--- config.mk ---
export PLATFORM = sky130hd
export DESIGN_NAME = spectral_peak_track_labeller_unit
export DESIGN_NICKNAME = d
export VERILOG_FILES = /design/src/hw/rtl/sptl_pkg.sv /design/src/hw/rtl/spectral_peak_track_labeller_unit.sv
export SDC_FILE = /design/constraint.sdc
export NUM_CORES = 2
export LEC_CHECK = 0
export BUFFER_PORTS_ARGS = -buffer_cell sky130_fd_sc_hd__buf_2
export CAP_MARGIN = 25
export CORE_MARGIN = 8
export CORE_UTILIZATION = 45
export DETAILED_ROUTE_END_ITERATION = 6
export PLACE_DENSITY_LB_ADDON = 0.05
export SYNTH_ARGS = -nofsm -noshare
export SYNTH_HDL_FRONTEND = slang
export SYNTH_MEMORY_MAX_BITS = 65536
export SYNTH_SLANG_ARGS = --single-unit
--- constraint.sdc ---
create_clock -name clk -period 8.95 [get_ports clk]
set_input_delay 1.3425 -clock clk [delete_from_list [all_inputs] [get_ports clk]]
set_output_delay 1.3425 -clock clk [all_outputs]
set_load 0.03 [all_outputs]
--- src/hw/rtl/sptl_pkg.sv ---
`timescale 1ns / 1ps
// ----------------------------------------------------------------------------
// sptl_pkg
// Shared types and fixed field widths for the spectral peak track labeller.
// ----------------------------------------------------------------------------
package sptl_pkg;

  // fixed field widths
  localparam int FREQ_W     = 20;
  localparam int OUT_TRACK_W = 16;

  // reset value of the match threshold, 3.0 Hz in 1/16 Hz units
  localparam logic [FREQ_W-1:0] THRESHOLD_RESET = 20'd48;

  // sequencer states, one-hot
  typedef enum logic [3:0] {
    ST_IDLE   = 4'b0001,
    ST_SCAN   = 4'b0010,
    ST_FLUSH  = 4'b0100,
    ST_DECIDE = 4'b1000
  } state_t;

endpackage

--- src/hw/rtl/spectral_peak_track_labeller_unit.sv ---
`timescale 1ns / 1ps
// ----------------------------------------------------------------------------
// spectral_peak_track_labeller_unit
// Nearest-frequency peak tracker: labels each peak with a track number.
// ----------------------------------------------------------------------------
// usage
//   input channel (in_valid / in_stall) carries one peak or a bare frame
//   boundary per beat; output channel (out_valid / out_stall) returns one
//   beat per item with peak_valid set, none for a bare boundary.
//   an item with a peak is compared against the N peaks held from the
//   previous frame (1..MAX_PEAKS): the scan state reads the stored entries
//   from the frame memory one entry a cycle, the flush state compares the
//   last entry, and the decision state loads the label. with no peaks
//   held, or on restart, it goes straight to the decision state.
//   in_stall is high until a peak's result is loaded; the next item is taken
//   as soon as the previous result sits in the output register.
//   if the receiver stalls, the finished result holds in the output register
//   and a following peak waits in its decision cycle until that beat goes.
//   reset clears frame counts, the track counter and the output valid, and
//   loads the match threshold with 48 (3.0 Hz); frame memory is not cleared,
//   only entries below the stored counts are ever read.
//   user writes threshold via cfg_write_en/data only while idle; not enforced.
// ----------------------------------------------------------------------------
module spectral_peak_track_labeller_unit
  import sptl_pkg::*;
#(
  parameter int MAX_PEAKS  = 64,
  parameter int TRACK_BITS = 16
) (
  input  logic                   clk,
  input  logic                   rst,
  // configuration
  input  logic                   cfg_write_en,
  input  logic [FREQ_W-1:0]      cfg_write_data,
  // input channel
  input  logic                   in_valid,
  output logic                   in_stall,
  input  logic [FREQ_W-1:0]      peak_freq,
  input  logic                   peak_valid,
  input  logic                   last_in_frame,
  input  logic                   restart,
  // output channel
  output logic                   out_valid,
  input  logic                   out_stall,
  output logic [OUT_TRACK_W-1:0] track_id,
  output logic                   is_new_track,
  output logic                   ids_exhausted
);

  localparam int IDX_W   = (MAX_PEAKS > 1) ? $clog2(MAX_PEAKS) : 1;
  localparam int CNT_W   = $clog2(MAX_PEAKS + 1);
  localparam int ENTRY_W = FREQ_W + TRACK_BITS;

  // frame memory: two banks, one holds the previous frame, the other the
  // frame being built; a frame end just swaps them
  logic [ENTRY_W-1:0] frame_mem [2][MAX_PEAKS];

  state_t                state;
  logic [FREQ_W-1:0]     match_threshold;
  logic                  prev_bank;
  logic [CNT_W-1:0]      prev_count;
  logic [CNT_W-1:0]      cur_count;
  logic [TRACK_BITS:0]   next_track;

  // item being labelled
  logic [FREQ_W-1:0]     item_freq;
  logic                  item_last;

  // scan
  logic [IDX_W-1:0]      rd_idx;
  logic                  rd_pending;
  logic [ENTRY_W-1:0]    rd_data;
  logic                  found;
  logic [FREQ_W-1:0]     best_diff;
  logic [TRACK_BITS-1:0] best_track;

  // output register
  logic [31:0]           out_track_wide;
  logic [TRACK_BITS-1:0] out_track;

  logic                  in_accept;
  logic                  out_free;

  assign in_stall  = (state != ST_IDLE);
  assign in_accept = in_valid && !in_stall;
  assign out_free  = !out_valid || !out_stall;

  // compare the entry that came out of memory against the item
  logic [FREQ_W-1:0]     rd_freq;
  logic [TRACK_BITS-1:0] rd_track;
  logic [FREQ_W-1:0]     diff;
  logic                  better;

  assign rd_freq  = rd_data[ENTRY_W-1:TRACK_BITS];
  assign rd_track = rd_data[TRACK_BITS-1:0];
  assign diff     = (rd_freq > item_freq) ? (rd_freq - item_freq) : (item_freq - rd_freq);
  // strict compare keeps the earliest entry on a tie
  assign better   = (diff < match_threshold) && (!found || (diff < best_diff));

  // decision for the item
  logic                  last_issue;
  logic [TRACK_BITS-1:0] label_track;
  logic                  label_fresh;
  logic [TRACK_BITS:0]   next_track_next;

  assign last_issue = ((CNT_W'(rd_idx) + CNT_W'(1)) == prev_count);

  always_comb begin
    next_track_next = next_track;
    if (found) begin
      label_track = best_track;
      label_fresh = 1'b0;
    end else if (next_track[TRACK_BITS]) begin
      // counter saturated: hand out the top number again
      label_track = '1;
      label_fresh = 1'b1;
    end else begin
      label_track     = next_track[TRACK_BITS-1:0];
      label_fresh     = 1'b1;
      next_track_next = next_track + (TRACK_BITS+1)'(1);
    end
  end

  assign out_track_wide = 32'(out_track);
  assign track_id       = out_track_wide[OUT_TRACK_W-1:0];

  // memory ports
  always_ff @(posedge clk) begin
    if (state == ST_SCAN) begin
      rd_data <= frame_mem[prev_bank][rd_idx];
    end
    if ((state == ST_DECIDE) && out_free && (cur_count < CNT_W'(MAX_PEAKS))) begin
      frame_mem[!prev_bank][cur_count[IDX_W-1:0]] <= {item_freq, label_track};
    end
  end

  // control
  always_ff @(posedge clk) begin
    if (rst) begin
      state           <= ST_IDLE;
      match_threshold <= THRESHOLD_RESET;
      prev_bank       <= 1'b0;
      prev_count      <= '0;
      cur_count       <= '0;
      next_track      <= '0;
      rd_pending      <= 1'b0;
      out_valid       <= 1'b0;
    end else begin
      if (cfg_write_en) begin
        match_threshold <= cfg_write_data;
      end

      // a beat leaving while a new label is loaded is handled in ST_DECIDE
      if (out_valid && !out_stall && (state != ST_DECIDE)) begin
        out_valid <= 1'b0;
      end

      rd_pending <= (state == ST_SCAN);
      if (rd_pending && better) begin
        found      <= 1'b1;
        best_diff  <= diff;
        best_track <= rd_track;
      end

      unique case (state)
        ST_IDLE: begin
          if (in_accept) begin
            item_freq <= peak_freq;
            item_last <= last_in_frame;
            found     <= 1'b0;
            rd_idx    <= '0;
            if (restart) begin
              next_track <= '0;
              cur_count  <= '0;
              prev_count <= '0;
            end
            if (peak_valid) begin
              if (restart || (prev_count == '0)) begin
                state <= ST_DECIDE;
              end else begin
                state <= ST_SCAN;
              end
            end else if (last_in_frame) begin
              // bare boundary closes the frame
              prev_bank  <= !prev_bank;
              prev_count <= restart ? '0 : cur_count;
              cur_count  <= '0;
            end
          end
        end
        ST_SCAN: begin
          // one read per cycle over the previous frame
          if (last_issue) begin
            state <= ST_FLUSH;
          end else begin
            rd_idx <= rd_idx + IDX_W'(1);
          end
        end
        ST_FLUSH: begin
          // last entry is compared in this cycle
          state <= ST_DECIDE;
        end
        ST_DECIDE: begin
          if (out_free) begin
            out_valid     <= 1'b1;
            out_track     <= label_track;
            is_new_track  <= label_fresh;
            ids_exhausted <= next_track_next[TRACK_BITS];
            next_track    <= next_track_next;
            if (item_last) begin
              prev_bank  <= !prev_bank;
              prev_count <= (cur_count < CNT_W'(MAX_PEAKS)) ?
                            cur_count + CNT_W'(1) : cur_count;
              cur_count  <= '0;
            end else if (cur_count < CNT_W'(MAX_PEAKS)) begin
              cur_count <= cur_count + CNT_W'(1);
            end
            state <= ST_IDLE;
          end
        end
        default: begin
          state <= ST_IDLE;
        end
      endcase
    end
  end

endmodule
Word-level counts from Yosys, hierarchy flattened

Memory sizes are Yosys's and may differ from the RTL's. A register that Yosys moved wholly into a read port is not among the register bits.
Index checks and enable logic that the tools add are counted.

Register bits: 176
Memories kept: 1
Bits in writable memories: 4608
ROM bits: 0
Output and inout port bits: 20
Bits in latches: 0

Memory list:

| name      | words | width | rd ports | clocked after Yosys merged registers in | write ports | RTL line                                | RTL |
|---|---|---|---|---|---|---|---|
| frame_mem | 2     | 2304  | 1        | 1                                       | 1           | spectral_peak_track_labeller_unit.sv:56 | `logic [ENTRY_W-1:0] frame_mem [2][MAX_PEAKS];` |

Magnitude comparators: 7
Add/sub/neg operators: 6
Mux-type cells: 55
Shifts and indexed selects: 0
Reduce and logical (&&, ||, !) cells: 29
Divide/modulo/power cells: 0
Equal/unequal tests: 18
Bitwise operators: 3
$mul: 0

Operators with widths:

| cell                                                             | number |
|---|---|
| 2304-bit two-way mux                                             | 1 |
| 36-bit binary-select mux with 6-bit select                       | 1 |
| 36-bit demux with 6-bit select                                   | 1 |
| 36-bit two-way mux                                               | 3 |
| 7-bit two-way mux                                                | 13 |
| 17-bit two-way mux                                               | 5 |
| 20-bit less-than comparator                                      | 2 |
| 20-bit subtractor                                                | 2 |
| 17-bit one-hot mux with 2 select lines                           | 1 |
| 16-bit two-way mux                                               | 2 |
| 7-bit one-hot mux with 2 select lines                            | 2 |
| 2-bit != test (second input constant)                            | 11 |
| 20-bit > comparator                                              | 1 |
| 20-bit two-way mux                                               | 1 |
| 4-bit two-way mux                                                | 5 |
| 17-bit by 1-bit adder with 17-bit output (second input constant) | 1 |
| 4-bit one-hot mux with 4 select lines                            | 1 |
| 4-bit AND reduction                                              | 4 |
| 1-bit two-way mux                                                | 15 |
| 7-bit greater-or-equal comparator (second input constant)        | 2 |
| 6-bit NOT with 7-bit output                                      | 2 |
| 6-bit two-way mux                                                | 2 |
| 6-bit one-hot mux with 2 select lines                            | 1 |
| 6-bit AND reduction                                              | 2 |
| other kinds (21)                                                 | 37 |

Depth between registers and ports, before layout

Depth after elaboration: 9
Gate-level depth with buffers: 22
Mapped depth without buffers: 20

Least setup slack after synthesis

No wires, ideal clock.

Path type: register to register
From: register item_freq[1]
To: register best_diff[0], enable pin
Arrival: 7.666 ns
Buffers on the path: 1
Slack: 0.834 ns
Cell stages (with the launch flop): 18
Library setup time: 0.450 ns
Cells stage by stage: edfxtp_1 > inv_1 > fa_1 > a31o_1 > and4_4 > or4_4 > o21ai_2 > buf_6 > mux2_2 > o21ai_0 > xor2_1 > ha_1 > a21o_1 > a21o_1 > a211oi_1 > o21ai_0 > a221o_1 > a41oi_1

Longest elaborated chain between the ends: 7
Elaborated cells between the ends (all ways): 10

RTL lines:

| element                                                  | RTL line                                 | RTL |
|---|---|---|
| start, declared                                          | spectral_peak_track_labeller_unit.sv:66  | `logic [FREQ_W-1:0] item_freq;` |
| start signal, assigned                                   | spectral_peak_track_labeller_unit.sv:168 | `item_freq <= peak_freq;` |
| 20-bit subtractor or 20-bit > comparator (tied branches) | spectral_peak_track_labeller_unit.sv:96  | `assign diff = (rd_freq > item_freq) ? (rd_freq - item_freq) : (item_freq - rd_freq);` |
| 20-bit two-way mux *                                     | spectral_peak_track_labeller_unit.sv:96  |  |
| named net diff[13]                                       | spectral_peak_track_labeller_unit.sv:91  | `logic [FREQ_W-1:0] diff;` |
| 20-bit less-than comparator                              | spectral_peak_track_labeller_unit.sv:98  | `assign better = (diff < match_threshold) && (!found \|\| (diff < best_diff));` |
| 1-bit logical OR                                         | spectral_peak_track_labeller_unit.sv:98  |  |
| 1-bit logical AND *                                      | spectral_peak_track_labeller_unit.sv:98  |  |
| 1-bit logical AND *                                      | spectral_peak_track_labeller_unit.sv:159 | `if (rd_pending && better) begin` |
| 2-bit AND reduction (no source line) *                   | -                                        |  |
| end signal, assigned                                     | spectral_peak_track_labeller_unit.sv:161 | `best_diff <= diff;` |
| end, declared                                            | spectral_peak_track_labeller_unit.sv:74  | `logic [FREQ_W-1:0] best_diff;` |

Mark *: on every way through the listed nets, which the timed path passes. The rest lies on a longest branch.
A chain may end at the register's enable or synchronous reset.

Worst setup path after layout

From: register item_freq[3]
To: register best_diff[0], enable pin

Same word-level chain as after synthesis.

==> reports/qor.log <==
[worst_setup_path] reg2reg path depth 20
[clock_network] number of hold buffers added after cts 0
[placed_design] HPWL after detailed placement 300000 um
[placed_design] weighted congestion at the end of routability-driven global placement 0.800
[yosys] post-synth cell types 75
[placed_design] Port Buffers 67
[yosys] Synth warnings 0
[clock_network] PostCTS Resize Cnt 0
[yosys] count of flip-flops with a built-in enable after synthesis 4726
[worst_setup_path] endpoint type of the worst setup path flop
[sta] max-slew violation total from the final report 0
[power] net switching component of the power 10400 uW
[yosys] cell count after synthesis 8515
[sta] Total Neg Setup Slack 0 ns
[clock_network] CTS H-tree lvls 6
[clock_network] Clock Sink Count 4785
[power] sequential power share 0.513
[sta] setup clock skew after layout 0.0377 ns
[global_route] number of antenna violations at the first check in global routing 37
[drt] via count 92425
[yosys] syn avg cell area 21.8 sq um
[global_route] via count of the first global-routing pass 93551
[global_route] first-pass GRT wire length 773000 um
[drt] detailed-route wire length per cell 37.7 um
[power] relative contribution of the clock network to total power 0.427
[clock_network] count of buffers added by post-CTS timing repair for setup 0
[layout] Cell Count, Final, Fillers Out 14896
[floorplanning] floorplan row count 236
[global_route] global routing usage summed across all routing layers 0.256
[floorplanning] die boundary width 658 um
[worst_setup_path] type of element launching the critical path flop
[sta] Min Clock Period, post-route 6.71 ns
[floorplanning] die boundary height 658 um
[sta] highest attainable clock frequency 149 MHz
[layout] final net count 9146
[global_route] gr ovfl total 0
[floorplanning] effective utilization at floorplan 0.451
[clock_network] clock transition at the register clock pins on the worst setup and hold paths after CTS 0.06 ns
[clock_network] clock insertion delay at the later pin of the skew report 1.03 ns
[sta] Final setup viols 0
[job] Max Cap Violations 0
[min_path] hold depth 0
[power] Worst IR Drop VDD 0.199 mV
[yosys] part of the Yosys area used for sequential elements 0.771
[drt] TritonRoute pass-1 iters 5
[sta] relative slew slack 0.208
[yosys] Synth async-reset ratio 0
[drt] detailed-route wire length 562000 um
[power] cell internal pwr 37600 uW
[worst_setup_path] critical path data required time 9.58 ns
[status] result of the run completed
[drt] drc violations 0
[sta] Final Hold Violating Endpoints 0
[floorplanning] placeable core region 412000 sq um
[power] sw frac 0.217
[yosys] Mapped Area 186000 sq um
[power] Leakage 0.0656 uW
[placed_design] total instance count after detailed placement 13952
[drt] First DRT Iteration DRCs 11024
[sta] ratio of final minimum period to clock period 0.750
[sta] RSZ-0062 raised after global routing no
[global_route] pin count of the biggest net entering global routing 130
[power] power density of the placed cells 227 nW/um^2
[clock_network] number of buffers on the longest clock path 4
[layout] layout cells sized above 1 0.267
[clock_network] clock tree from TritonCTS done
[clock_network] cts bufs inserted 528
[power] fraction of power consumed by combinational cells 0.060
[yosys] ys flop type edfxtp_1
[layout] Layout Utilization 0.513
[worst_setup_path] Setup CP Type flop to flop
[yosys] number of nets produced by synthesis 8645
[layout] synth-to-layout area growth 13.8%
[min_path] class of the tightest hold or removal check flop to flop
[floorplanning] I/O Pins 68
[drt] antenna violation net count after detailed routing 0
[drt] via density per instance 6.20
[worst_setup_path] CP arrival 7.34 ns
[yosys] Yosys reg bits 4785
[floorplanning] floorplan die area 433000 sq um
[worst_setup_path] Worst Path Max Fanout 67
[sta] slew at the pin with the worst max-slew slack 1.19 ns
[clock_network] cell chosen for the clock root clkbuf_16
-- cells by family after synthesis --
logic type / count (synthesis) / synth area share
fa+ha+maj: 82 / 0.00561
xor+xnor: 37 / 0.00175
simple gates: 682 / 0.0160
buf+inv: 564 / 0.0151
compound gates: 736 / 0.0255
flops: 4785 / 0.771
mux: 1629 / 0.165
-- cell usage in the layout, fill, tap and decap left out, drive strengths merged, types with 151 or more instances in the layout --
master and count:
edfxtp 4726, mux4 1139, clkbuf 671, mux2i 437, buf 435, nor2 295, clkinv 201, nand2 199
a21oi 179, o21ai 151
-- worst max-delay path, cell delays in order (launching register included) --
cell and delay, ns:
edfxtp_1 0.33, buf_4 0.51, inv_1 0.12, ha_1 0.43, a21o_1 0.21, a31o_1 0.23, and4_4 0.20, or4_4 0.46
o21ai_2 0.52, buf_4 0.31, mux2_2 0.37, o21ai_0 0.21, xor2_1 0.30, ha_1 0.31, a21o_1 0.18, a21o_1 0.17
a211oi_1 0.20, o21ai_0 0.14, a221o_1 0.38, a41oi_4 0.16, buf_4 0.50
-- synth_stat cells (4+ instances only) --
master / number / area [sq um]
a2111oi_0: 20 / 175
a211oi_1: 66 / 495
a21o_1: 28 / 210
a21oi_1: 178 / 891
a22oi_1: 9 / 67.6
a311oi_1: 7 / 61.3
a31oi_1: 12 / 75.1
and2_1: 4 / 25.0
and3_1: 10 / 62.6
buf_1: 60 / 225
buf_2: 120 / 601
buf_4: 86 / 646
buf_6: 27 / 304
clkbuf_1: 172 / 646
dfxtp_1: 59 / 1180
edfxtp_1: 4726 / 142000
ha_1: 80 / 1000
inv_1: 97 / 364
mux2_2: 53 / 597
mux2i_1: 437 / 4370
mux4_2: 1139 / 25700
nand2_1: 199 / 747
nand2b_1: 5 / 31.3
nand3_1: 38 / 190
nand3b_1: 4 / 30.0
nand4_1: 12 / 75.1
nor2_1: 295 / 1110
nor2b_1: 22 / 138
nor3_1: 61 / 305
nor3b_1: 5 / 37.5
o211ai_1: 13 / 97.6
o21a_1: 7 / 52.6
o21ai_0: 150 / 751
o21bai_1: 4 / 30.0
o221ai_1: 78 / 683
o22ai_1: 117 / 732
o31a_1: 4 / 35.0
o31ai_1: 13 / 97.6
or2_2: 8 / 50.1
xnor2_1: 19 / 166
xor2_1: 18 / 158
-- area by class of cell --
cell class	count	area [sq um]
fill	32432	201000
sequential	4785	143000
multi-input combinational	3166	41100
clock buffer	669	14200
tap	5474	6850
timing repair buffer	437	3680
clock inverter	251	1880
inverter	98	378
antenna	16	40.0
-- flip-flops by register name, indices dropped and copies added, names as in the netlist, named ones only --
| signal | cells |
|---|---|
| out_valid | 1 |
| is_new_track | 1 |
| item_last | 1 |
| frame_mem | 4608 |
| rd_pending | 1 |
| next_track | 17 |
| best_track | 16 |
| prev_count | 7 |
| rd_data | 36 |
| found | 1 |
| match_threshold | 20 |
| item_freq | 20 |
| prev_bank | 1 |
| ids_exhausted | 1 |
| best_diff | 20 |
| state | 4 |
| rd_idx | 6 |
| track_id | 16 |
| cur_count | 7 |
-- final timing paths --
check	start	endpoint	slack, ns
setup / recovery	item_freq[3]	best_diff[0]	2.24
hold / removal	rd_data[0]	best_track[0]	0.42
setup reg to reg	item_freq[3]	best_diff[0]	2.24
hold reg to reg	rd_data[0]	best_track[0]	0.42
-- layer usage --
metal	track usage	up-vias	share of wire
met3	0.0465	664	0.076
li1	-	36849	-
met5	0	-	0.000062
met4	0.0596	6	0.025
met2	0.406	3793	0.47
met1	0.371	51113	0.43
-- power by group through the flow --
| stage | Sequential, uW | Combinational [uW] | Clock, uW |
|---|---|---|---|
| 2_1_floorplan | 25200 | 1810 | 0 |
| 3_3_place_gp | 25100 | 2900 | 0 |
| 3_5_place_dp | 25100 | 2920 | 0 |
| 4_1_cts | 24600 | 2930 | 20900 |
| 5_1_grt | 24600 | 3060 | 21700 |
| 6_report | 24600 | 2880 | 20500 |
-- stage by stage --
stage	instance area [sq um]	total power [uW]	hold slack [ns]	setup WS [ns]
6_report	211000	47900	0.423	2.24
5_1_grt	211000	49300	0.435	1.85
4_1_cts	211000	48400	0.420	2.22
3_5_place_dp	195000	28000	0.411	2.25
3_3_place_gp	195000	28000	0.407	1.89
2_1_floorplan	186000	27000	0.400	0.834
Note: power is estimated with default switching activity, not from simulation.
